<file path="config.mk">
export PLATFORM = sky130hd
export DESIGN_NAME = snr_noise_window_average
export DESIGN_NICKNAME = d
export VERILOG_FILES = /design/src/rtl/snwa_pkg.sv /design/src/rtl/snwa_sum.sv /design/src/rtl/snwa_div.sv /design/src/rtl/snwa_mul.sv /design/src/rtl/snr_noise_window_average.sv
export SDC_FILE = /design/constraint.sdc
export NUM_CORES = 1
export LEC_CHECK = 0
export BUFFER_PORTS_ARGS = -buffer_cell sky130_fd_sc_hd__buf_4
export CORE_ASPECT_RATIO = 0.7
export CORE_UTILIZATION = 60
export CTS_CLUSTER_DIAMETER = 80
export DETAILED_ROUTE_END_ITERATION = 7
export PLACE_DENSITY = 0.78
export SETUP_SLACK_MARGIN = 0.5
export SLEW_MARGIN = 10
export SYNTH_ARGS = -nofsm -noshare
export SYNTH_HDL_FRONTEND = slang
export SYNTH_SLANG_ARGS = --single-unit
</file>
<file path="constraint.sdc">
create_clock -name clk -period 10.1 [get_ports clk]
set_input_delay 2.525 -clock clk [delete_from_list [all_inputs] [get_ports clk]]
set_output_delay 2.525 -clock clk [all_outputs]
set_load 0.05 [all_outputs]
</file>
<file path="src/rtl/snwa_pkg.sv">
// ----------------------------------------------------------------------------
// snwa_pkg
// types and constants shared by the windowed snr / noise average
// ----------------------------------------------------------------------------
package snwa_pkg;

  localparam int DATA_W = 8;
  localparam int MEAN_W = 15;
  localparam int Q_W    = 8;

  localparam logic [MEAN_W-1:0] MEAN_MAX = {MEAN_W{1'b1}};

  typedef struct packed {
    logic [DATA_W-1:0] snr_sample;
    logic [DATA_W-1:0] noise_sample;
  } snwa_in_t;

  typedef struct packed {
    logic [DATA_W-1:0] snr_now;
    logic [DATA_W-1:0] noise_now;
    logic [MEAN_W-1:0] snr_mean_scaled;
    logic [MEAN_W-1:0] noise_mean_scaled;
  } snwa_out_t;

  typedef struct packed {
    logic load;
    logic step;
  } snwa_ctl_t;

endpackage

</file>
<file path="src/rtl/snwa_sum.sv">
// ----------------------------------------------------------------------------
// snwa_sum
// sample ring with one read port and a running sum that adds a byte per cycle while step is set
// ----------------------------------------------------------------------------
module snwa_sum
  import snwa_pkg::*;
#(
  parameter int WINDOW = 8,
  parameter int PW     = 3,
  parameter int SW     = 12
) (
  input  logic              clk,
  input  logic              wr,
  input  logic [PW-1:0]     wr_addr,
  input  logic [DATA_W-1:0] wr_data,
  input  logic              rd,
  input  logic [PW-1:0]     rd_addr,
  input  snwa_ctl_t         ctl,
  output logic [SW-1:0]     sum
);

  logic [DATA_W-1:0] mem [WINDOW];
  logic [DATA_W-1:0] rdata;

  always_ff @(posedge clk) begin
    if (wr) begin
      mem[wr_addr] <= wr_data;
    end
    if (rd) begin
      rdata <= mem[rd_addr];
    end
  end

  always_ff @(posedge clk) begin
    if (ctl.load) begin
      sum <= '0;
    end else if (ctl.step) begin
      sum <= sum + SW'(rdata);
    end
  end

endmodule

</file>
<file path="src/rtl/snwa_div.sv">
// ----------------------------------------------------------------------------
// snwa_div
// restoring divider, one quotient bit per cycle while step is set
// ----------------------------------------------------------------------------
module snwa_div
  import snwa_pkg::*;
#(
  parameter int SW = 12,
  parameter int CW = 4
) (
  input  logic           clk,
  input  snwa_ctl_t      ctl,
  input  logic [SW-1:0]  dividend,
  input  logic [CW-1:0]  divisor,
  output logic [Q_W-1:0] quotient
);

  logic [CW-1:0] rem;
  logic [SW-1:0] dq;
  logic [CW:0]   trial;
  logic          ge;
  logic [CW:0]   diff;

  assign trial    = {rem, dq[SW-1]};
  assign ge       = trial >= {1'b0, divisor};
  assign diff     = trial - {1'b0, divisor};
  assign quotient = dq[Q_W-1:0];

  always_ff @(posedge clk) begin
    if (ctl.load) begin
      rem <= '0;
      dq  <= dividend;
    end else if (ctl.step) begin
      rem <= ge ? diff[CW-1:0] : trial[CW-1:0];
      dq  <= {dq[SW-2:0], ge};
    end
  end

endmodule

</file>
<file path="src/rtl/snwa_mul.sv">
// ----------------------------------------------------------------------------
// snwa_mul
// shift-add multiply of the mean by the scale factor, with saturation
// ----------------------------------------------------------------------------
module snwa_mul
  import snwa_pkg::*;
#(
  parameter int SCALE = 100
) (
  input  logic              clk,
  input  snwa_ctl_t         ctl,
  input  logic [Q_W-1:0]    mean,
  output logic [MEAN_W-1:0] scaled
);

  localparam int SCW    = $clog2(SCALE + 1);
  localparam int PROD_W = (Q_W + SCW > MEAN_W + 1) ? Q_W + SCW : MEAN_W + 1;

  logic [Q_W-1:0]    q;
  logic [PROD_W-1:0] mc;
  logic [PROD_W-1:0] acc;

  always_ff @(posedge clk) begin
    if (ctl.load) begin
      q   <= mean;
      mc  <= PROD_W'(SCALE);
      acc <= '0;
    end else if (ctl.step) begin
      if (q[0]) begin
        acc <= acc + mc;
      end
      mc <= {mc[PROD_W-2:0], 1'b0};
      q  <= {1'b0, q[Q_W-1:1]};
    end
  end

  assign scaled = (acc > PROD_W'(MEAN_MAX)) ? MEAN_MAX : acc[MEAN_W-1:0];

endmodule

</file>
<file path="src/rtl/snr_noise_window_average.sv">
// ----------------------------------------------------------------------------
// snr_noise_window_average
// moving average of snr and noise floor over a ring of WINDOW frames
// ----------------------------------------------------------------------------
// operation: after an input beat is taken, sum the valid entries (count, up to
//   WINDOW), divide each SW-bit sum by count, SW = 8 + clog2(WINDOW + 1), and
//   scale the Q_W = 8 bit mean by SCALE, then load out_data once it is free
// throughput: a new beat is taken only in idle, after the previous result is loaded
// reset: state, write position, count and out_valid cleared, ring contents undefined until written
module snr_noise_window_average
  import snwa_pkg::*;
#(
  parameter int WINDOW = 8,
  parameter int SCALE  = 100
) (
  input  logic      clk,
  input  logic      rst,
  input  logic      in_valid,
  output logic      in_ready,
  input  snwa_in_t  in_data,
  output logic      out_valid,
  input  logic      out_ready,
  output snwa_out_t out_data
);

  localparam int PW  = (WINDOW > 1) ? $clog2(WINDOW) : 1;
  localparam int CW  = $clog2(WINDOW + 1);
  localparam int SW  = DATA_W + CW;
  localparam int KW0 = $clog2(SW + 1);
  localparam int KW  = (CW > KW0) ? CW : KW0;

  localparam logic [2:0] S_IDLE = 3'd0;
  localparam logic [2:0] S_SUM  = 3'd1;
  localparam logic [2:0] S_DIV  = 3'd2;
  localparam logic [2:0] S_MUL  = 3'd3;
  localparam logic [2:0] S_LOAD = 3'd4;

  logic [2:0]        state;
  logic [KW-1:0]     cnt;
  logic [PW-1:0]     wpos;
  logic [CW-1:0]     count;
  logic [DATA_W-1:0] snr_hold;
  logic [DATA_W-1:0] noise_hold;

  logic              accept;
  logic              rd;
  logic              out_free;
  snwa_ctl_t         sum_ctl;
  snwa_ctl_t         div_ctl;
  snwa_ctl_t         mul_ctl;
  logic [SW-1:0]     snr_sum;
  logic [SW-1:0]     noise_sum;
  logic [Q_W-1:0]    snr_q;
  logic [Q_W-1:0]    noise_q;
  logic [MEAN_W-1:0] snr_scaled;
  logic [MEAN_W-1:0] noise_scaled;

  assign in_ready = (state == S_IDLE);
  assign accept   = in_valid && in_ready;
  assign out_free = !out_valid || out_ready;

  assign rd           = (state == S_SUM) && (cnt < KW'(count));
  assign sum_ctl.load = accept;
  assign sum_ctl.step = (state == S_SUM) && (cnt != '0);
  assign div_ctl.load = (state == S_DIV) && (cnt == '0);
  assign div_ctl.step = (state == S_DIV) && (cnt != '0);
  assign mul_ctl.load = (state == S_MUL) && (cnt == '0);
  assign mul_ctl.step = (state == S_MUL) && (cnt != '0);

  always_ff @(posedge clk) begin
    if (rst) begin
      state     <= S_IDLE;
      cnt       <= '0;
      wpos      <= '0;
      count     <= '0;
      out_valid <= 1'b0;
    end else begin
      if (out_valid && out_ready) begin
        out_valid <= 1'b0;
      end
      case (state)
        S_IDLE: begin
          if (accept) begin
            if (count != CW'(WINDOW)) begin
              count <= count + 1'b1;
            end
            wpos  <= (wpos == PW'(WINDOW - 1)) ? '0 : wpos + 1'b1;
            cnt   <= '0;
            state <= S_SUM;
          end
        end
        S_SUM: begin
          if (cnt == KW'(count)) begin
            cnt   <= '0;
            state <= S_DIV;
          end else begin
            cnt <= cnt + 1'b1;
          end
        end
        S_DIV: begin
          if (cnt == KW'(SW)) begin
            cnt   <= '0;
            state <= S_MUL;
          end else begin
            cnt <= cnt + 1'b1;
          end
        end
        S_MUL: begin
          if (cnt == KW'(Q_W)) begin
            cnt   <= '0;
            state <= S_LOAD;
          end else begin
            cnt <= cnt + 1'b1;
          end
        end
        S_LOAD: begin
          if (out_free) begin
            out_valid <= 1'b1;
            state     <= S_IDLE;
          end
        end
        default: begin
          state <= S_IDLE;
        end
      endcase
    end
  end

  always_ff @(posedge clk) begin
    if (accept) begin
      snr_hold   <= in_data.snr_sample;
      noise_hold <= in_data.noise_sample;
    end
    if ((state == S_LOAD) && out_free) begin
      out_data.snr_now           <= snr_hold;
      out_data.noise_now         <= noise_hold;
      out_data.snr_mean_scaled   <= snr_scaled;
      out_data.noise_mean_scaled <= noise_scaled;
    end
  end

  // snr lane
  snwa_sum #(.WINDOW(WINDOW), .PW(PW), .SW(SW)) u_snr_sum (
    .clk     (clk),
    .wr      (accept),
    .wr_addr (wpos),
    .wr_data (in_data.snr_sample),
    .rd      (rd),
    .rd_addr (cnt[PW-1:0]),
    .ctl     (sum_ctl),
    .sum     (snr_sum)
  );

  snwa_div #(.SW(SW), .CW(CW)) u_snr_div (
    .clk      (clk),
    .ctl      (div_ctl),
    .dividend (snr_sum),
    .divisor  (count),
    .quotient (snr_q)
  );

  snwa_mul #(.SCALE(SCALE)) u_snr_mul (
    .clk    (clk),
    .ctl    (mul_ctl),
    .mean   (snr_q),
    .scaled (snr_scaled)
  );

  // noise lane
  snwa_sum #(.WINDOW(WINDOW), .PW(PW), .SW(SW)) u_noise_sum (
    .clk     (clk),
    .wr      (accept),
    .wr_addr (wpos),
    .wr_data (in_data.noise_sample),
    .rd      (rd),
    .rd_addr (cnt[PW-1:0]),
    .ctl     (sum_ctl),
    .sum     (noise_sum)
  );

  snwa_div #(.SW(SW), .CW(CW)) u_noise_div (
    .clk      (clk),
    .ctl      (div_ctl),
    .dividend (noise_sum),
    .divisor  (count),
    .quotient (noise_q)
  );

  snwa_mul #(.SCALE(SCALE)) u_noise_mul (
    .clk    (clk),
    .ctl    (mul_ctl),
    .mean   (noise_q),
    .scaled (noise_scaled)
  );

endmodule
</file>
### Word level (Yosys, flattened, before mapping)

Memory sizes are Yosys's and may differ from the RTL's. A register that Yosys moved wholly into a read port is not among the register bits.
Cells that the tools add are included.

* add/sub/neg operators: 9
* $lt $le $gt $ge: 5
* equal/unequal tests: 14
* multiplexer cells: 27
* reductions and logical operators: 23

Operators by type and width (number)
* $mux W12: 4
* $add A16 B16 Y16: 2
* $gt A16 B15 Y1 const B: 2
* $mux W8: 4
* $add A12 B8 Y12: 2
* $mux W4: 6
* $mux W3: 6
* $pmux W4 S4: 1
* $pmux W3 S5: 1
* $ge A5 B4 Y1: 2
* $logic_and A1 B1 Y1: 9
* $add A4 B1 Y4 const B: 2
* $eq A4 B4 Y1 const B: 2
* $ne A2 B1 Y1 const B: 4
* $reduce_and A2 Y1: 4
* $reduce_bool A4 Y1: 2
* $sub A4 B4 Y4: 2
* $eq A3 B2 Y1 const B: 2
* $eq A3 B3 Y1 const B: 2
* $mux W1: 5
* $reduce_and A5 Y1: 1
* $eq A4 B4 Y1: 1
* $logic_not A4 Y1: 1
* $lt A4 B4 Y1: 1
* 9 further kinds: 10

* flip-flop bits (word level): 209
* memory bits (writable): 128
* input bits: 20
* output and inout port bits: 48
* logic and storage cells: 103
* memories: 2

Memory list
* u_noise_sum.mem: words 8, bits a word 8, read ports 1, clocked after memory_dff 1, write ports 1, line snwa_sum.sv:22 `logic [DATA_W-1:0] mem [WINDOW];`
* u_snr_sum.mem: words 8, bits a word 8, read ports 1, clocked after memory_dff 1, write ports 1, line snwa_sum.sv:22

### Depth between registers and ports, before layout

* word-level depth: 4
* mapped depth: 11
* depth with buffers taken out: 9

### Hierarchy

From an unflattened synthesis, not the netlist that was laid out.

* cells, all modules: 1175
* area total of the unflattened synthesis: 15872.7 um^2

By module, submodules not included
* snwa_mul: times used 2, cells an instance 218, area each 2062.0 um^2, seq. area each 800.8 um^2
* snwa_sum at u_noise_sum: times used 1, cells an instance 202, area each 3532.1 um^2, seq. area each 2402.3 um^2
* snwa_sum at u_snr_sum: times used 1, cells an instance 209, area each 3527.1 um^2, seq. area each 2402.3 um^2
* snr_noise_window_average: times used 1, cells an instance 178, area each 2832.7 um^2, seq. area each 2162.1 um^2
* snwa_div: times used 2, cells an instance 75, area each 928.4 um^2, seq. area each 440.4 um^2

### Worst setup path after synthesis

OpenSTA, ideal clock, no wires.

* path kind: input to register
* start point: input out_ready
* end point: register out_data[10] (netlist name), enable pin
* library setup time: 0.446 ns
* data arrival time: 4.445 ns
* required time: 9.654 ns
* slack: 5.209 ns
* cell stages on the path: 2
* buffers on the path: 0
* cell sequence: nor2b_1 nor2_1

* word-level cells in the longest chain between the ends: 2

RTL lines
* start: declaration: line snr_noise_window_average.sv:22 `input logic out_ready,`
* $logic_or A1 B1 Y1: line snr_noise_window_average.sv:60 `assign out_free = !out_valid || out_ready;`
* $logic_and A1 B1 Y1: line snr_noise_window_average.sv:134 `if ((state == S_LOAD) && out_free) begin`
* end: declaration: line snr_noise_window_average.sv:23 `output snwa_out_t out_data`

Every way passes these cells.
A chain may end at the register's enable or synchronous reset.

### Worst setup path after layout

* start point: register state[2]
* end point: output in_ready

* word-level cells in the longest chain between the ends: 1

RTL lines
* start: declaration: line snr_noise_window_average.sv:38 `logic [2:0] state;`
* start signal: assignment: line snr_noise_window_average.sv:72 `state <= S_IDLE;`
* start signal: assignment: line snr_noise_window_average.sv:89 `state <= S_SUM;`
* start signal: assignment: line snr_noise_window_average.sv:95 `state <= S_DIV;`
* $logic_not A3 Y1: line snr_noise_window_average.sv:58 `assign in_ready = (state == S_IDLE);`
* end: declaration: line snr_noise_window_average.sv:19 `output logic in_ready,`

Every way passes these cells.

==> flow_summary.toml <==
[cts]
clkSinkCount = 333
htreeDepth = 1
cts_tree = "built"
root_buffer = "clkbuf_16"
ctsHoldBuffers = 0
postCtsSetupRepairBufs = 0
max-clock-path-buffers = 3
cts_buffers = 31
path_clk_slew_ps = 70
clk_latency_ps = 560
post_cts_resized = 0

[timing]
slew_headroom_pct = 34.8
fin_ws_ps = 6000
slew_violations = 0
skew_ps = 8.29
min_period_ps = 4100
worstMarginPinSlew_ps = 975
final-hold-violation-count = 0
fin_tns_setup_ps = 0
fmax_mhz = 244
setup_viol = 0
hold_slack_ps = 412
period_share_pct = 40.6
grt_setup_unrepaired = "no"

[run_status]
status = "complete, no violations"

[worst_hold_path]
hp-class = "reg2reg"

[yosys]
ys.flop_type = "edfxtp_1"
syn-instance-count = 1124
synth_edf_count = 244
ys_ff_latch = 333
syn_area_um2 = 14700
yosysUniqueCellTypes = 69
yosys_warnings = 0
syn_nets = 1210
synth.avg_cell_area_um2 = 13.1
async_flop_share_pct = 0
ys_seq_area_share_pct = 61.8

[finish]
nets = 1279
syn2layout_area_growth_pct = 12.6
drive_gt1_share_pct = 19.2
fin_cells = 1536
layout_common_cells = "edfxtp_1 (244), nand2_1 (129), dfxtp_1 (88), buf_4 (82), nor2_1 (76)"
final_area_um2 = 16600
mostFrequentLayoutCell = "edfxtp_1"
antenna_cells = 0

[power_and_ir_drop]
clkPwrFrac_pct = 29.5
p_sw_share_pct = 29.6
p_int_mw = 2.78
p_comb_share_pct = 25.2
power_switching_mw = 1.17
seqPwrFrac_pct = 45.3
power-per-cell-area_nw_per_um2 = 238
p_leak_nw = 5.85
ir_drop_mv = 0.190

[grt]
grt_pass1_vias = 8720
antenna_found_initial = 0
grt_max_degree = 45
grt_pass1_wl_mm = 46.3
grtUsageTotal_pct = 23.3
grt-ovfl-total = 0

[place]
dp_hpwl_mm = 19.0
pre_cts_ws_ps = 5410
place_inst = 1478
place.gp.congestion = 0.904
placed_cell_area_um2 = 15600
port_buffers = 67

[floorplan]
io_pins = 68
start_util_pct = 61.8
die_h_um = 133
rows = 47
core_um2 = 23900
die_w_um = 189
die_area_um2 = 25200

[setup_path]
end_kind = "output pin"
cp_cell_sequence = "nor3_1, buf_4"
critPathArrivalTime_ps = 1570
path_max_fanout = 11
critical_path_class = "reg2out"
cp.required_ps = 7580
cp_slowest_cell = "dfxtp_1"
cp-start-kind = "flip-flop"
critical_path.max_stage_delay_ps = 400

[routing]
routed_wl_mm = 28.8
via_count = 9073
vias_per_cell = 5.91
drc = 0
drt-wirelength-per-cell_um = 18.7
ant_nets = 0
first_iter_violations = 871
drt_pass1_iterations = 5

[job]
maxCapViolations = 0
## routing by layer
layer / part of all wire (%) / global-route usage [%] / up-vias
li1: - / - / 4331
met2: 43 / 34.4 / 297
met5: 0 / 0 / -
met1: 49 / 37.1 / 4407
met4: 1.5 / 5.11 / 0
met3: 6.1 / 2.82 / 38
## kinds of logic after synthesis
logic type / Yosys count / synth area share [%]
buf+inv: 72 / 2.20
xor+xnor: 29 / 1.72
mux: 78 / 8.33
flops: 333 / 61.8
fa+ha+maj: 66 / 5.91
simple gates: 335 / 10.8
compound gates: 211 / 9.27
## synth_stat cells, drive strengths merged, types with 9 or more instances
library cell  count  share of area [%]
a211oi           19               0.97
a21o              9               0.46
a21oi            59                2.0
a22o              9               0.53
buf              25               0.99
clkbuf           21               0.53
dfxtp            89                 12
edfxtp          244                 50
ha               60                5.1
inv              24               0.61
mux2             38                2.9
mux4             32                4.9
nand2           130                3.4
nand2b           13               0.60
nand3            18               0.61
nor2             79                2.0
nor2b            17               0.72
nor3             16               0.54
o21a             15               0.76
o21ai            56                1.9
or2              27                1.1
xnor2            14               0.83
xor2             15               0.89
## registers in the layout (all words and copies together), names as in the netlist, 3 cells and up
name	count
wpos	3
u_noise_mul.q	8
count	4
snr_hold	8
cnt	4
u_snr_sum.sum	12
u_snr_mul.acc	14
u_snr_sum.mem	64
u_noise_sum.sum	12
state	3
u_noise_sum.mem	64
u_snr_sum.rdata	8
u_noise_sum.rdata	8
u_snr_mul.q	8
u_noise_div.rem	4
u_snr_div.rem	4
u_snr_div.dq	12
u_noise_div.dq	12
u_snr_mul.mc	14
u_noise_mul.acc	14
out_data	44
noise_hold	8
## power by group through the flow
stage               Sequential, mW  Combinational, mW  Clock, mW
floorplan                     1.77              0.782          0
global placement              1.81              0.950          0
detailed placement            1.81              0.984          0
CTS                           1.79              0.998       1.18
global route                  1.81               1.11       1.24
finish                        1.79              0.995       1.17
## area by class of cell
cell class / count / area, um2
multi-input cells: 719 / 5350
fillers: 1631 / 7280
flip-flops and latches: 333 / 9110
inverters: 26 / 98.8
clock buffers: 42 / 867
well taps: 318 / 398
repair buffers: 82 / 616
clock inverters: 16 / 156
## worst max-delay path: cells and delay by family, from the launching register on
kind	cells	cell delay, ps
and+or+nand+nor	1	350
buffers and inverters	1	270
DFF	1	400
## metrics by stage
stage | util [%] | power (mW)
after floorplan | - | 2.56
after global placement | 65.2 | 2.76
after detailed placement | 65.2 | 2.80
after CTS | 69.5 | 3.96
after global routing | 69.5 | 4.15
final | 69.5 | 3.95
## path summary, 6_finish.rpt
path | slack, ps | startpoint | cells after the start | to
worst max register to register | 6740 | state[0] | 7 | u_snr_mul.acc[15]
worst min-delay path | 410 | noise_hold[5] | 0 | out_data[35]
worst max-delay path | 6000 | state[2] | 2 | in_ready
worst min register to register | 410 | noise_hold[5] | 0 | out_data[35]
Power figures use the tool's default switching activity.
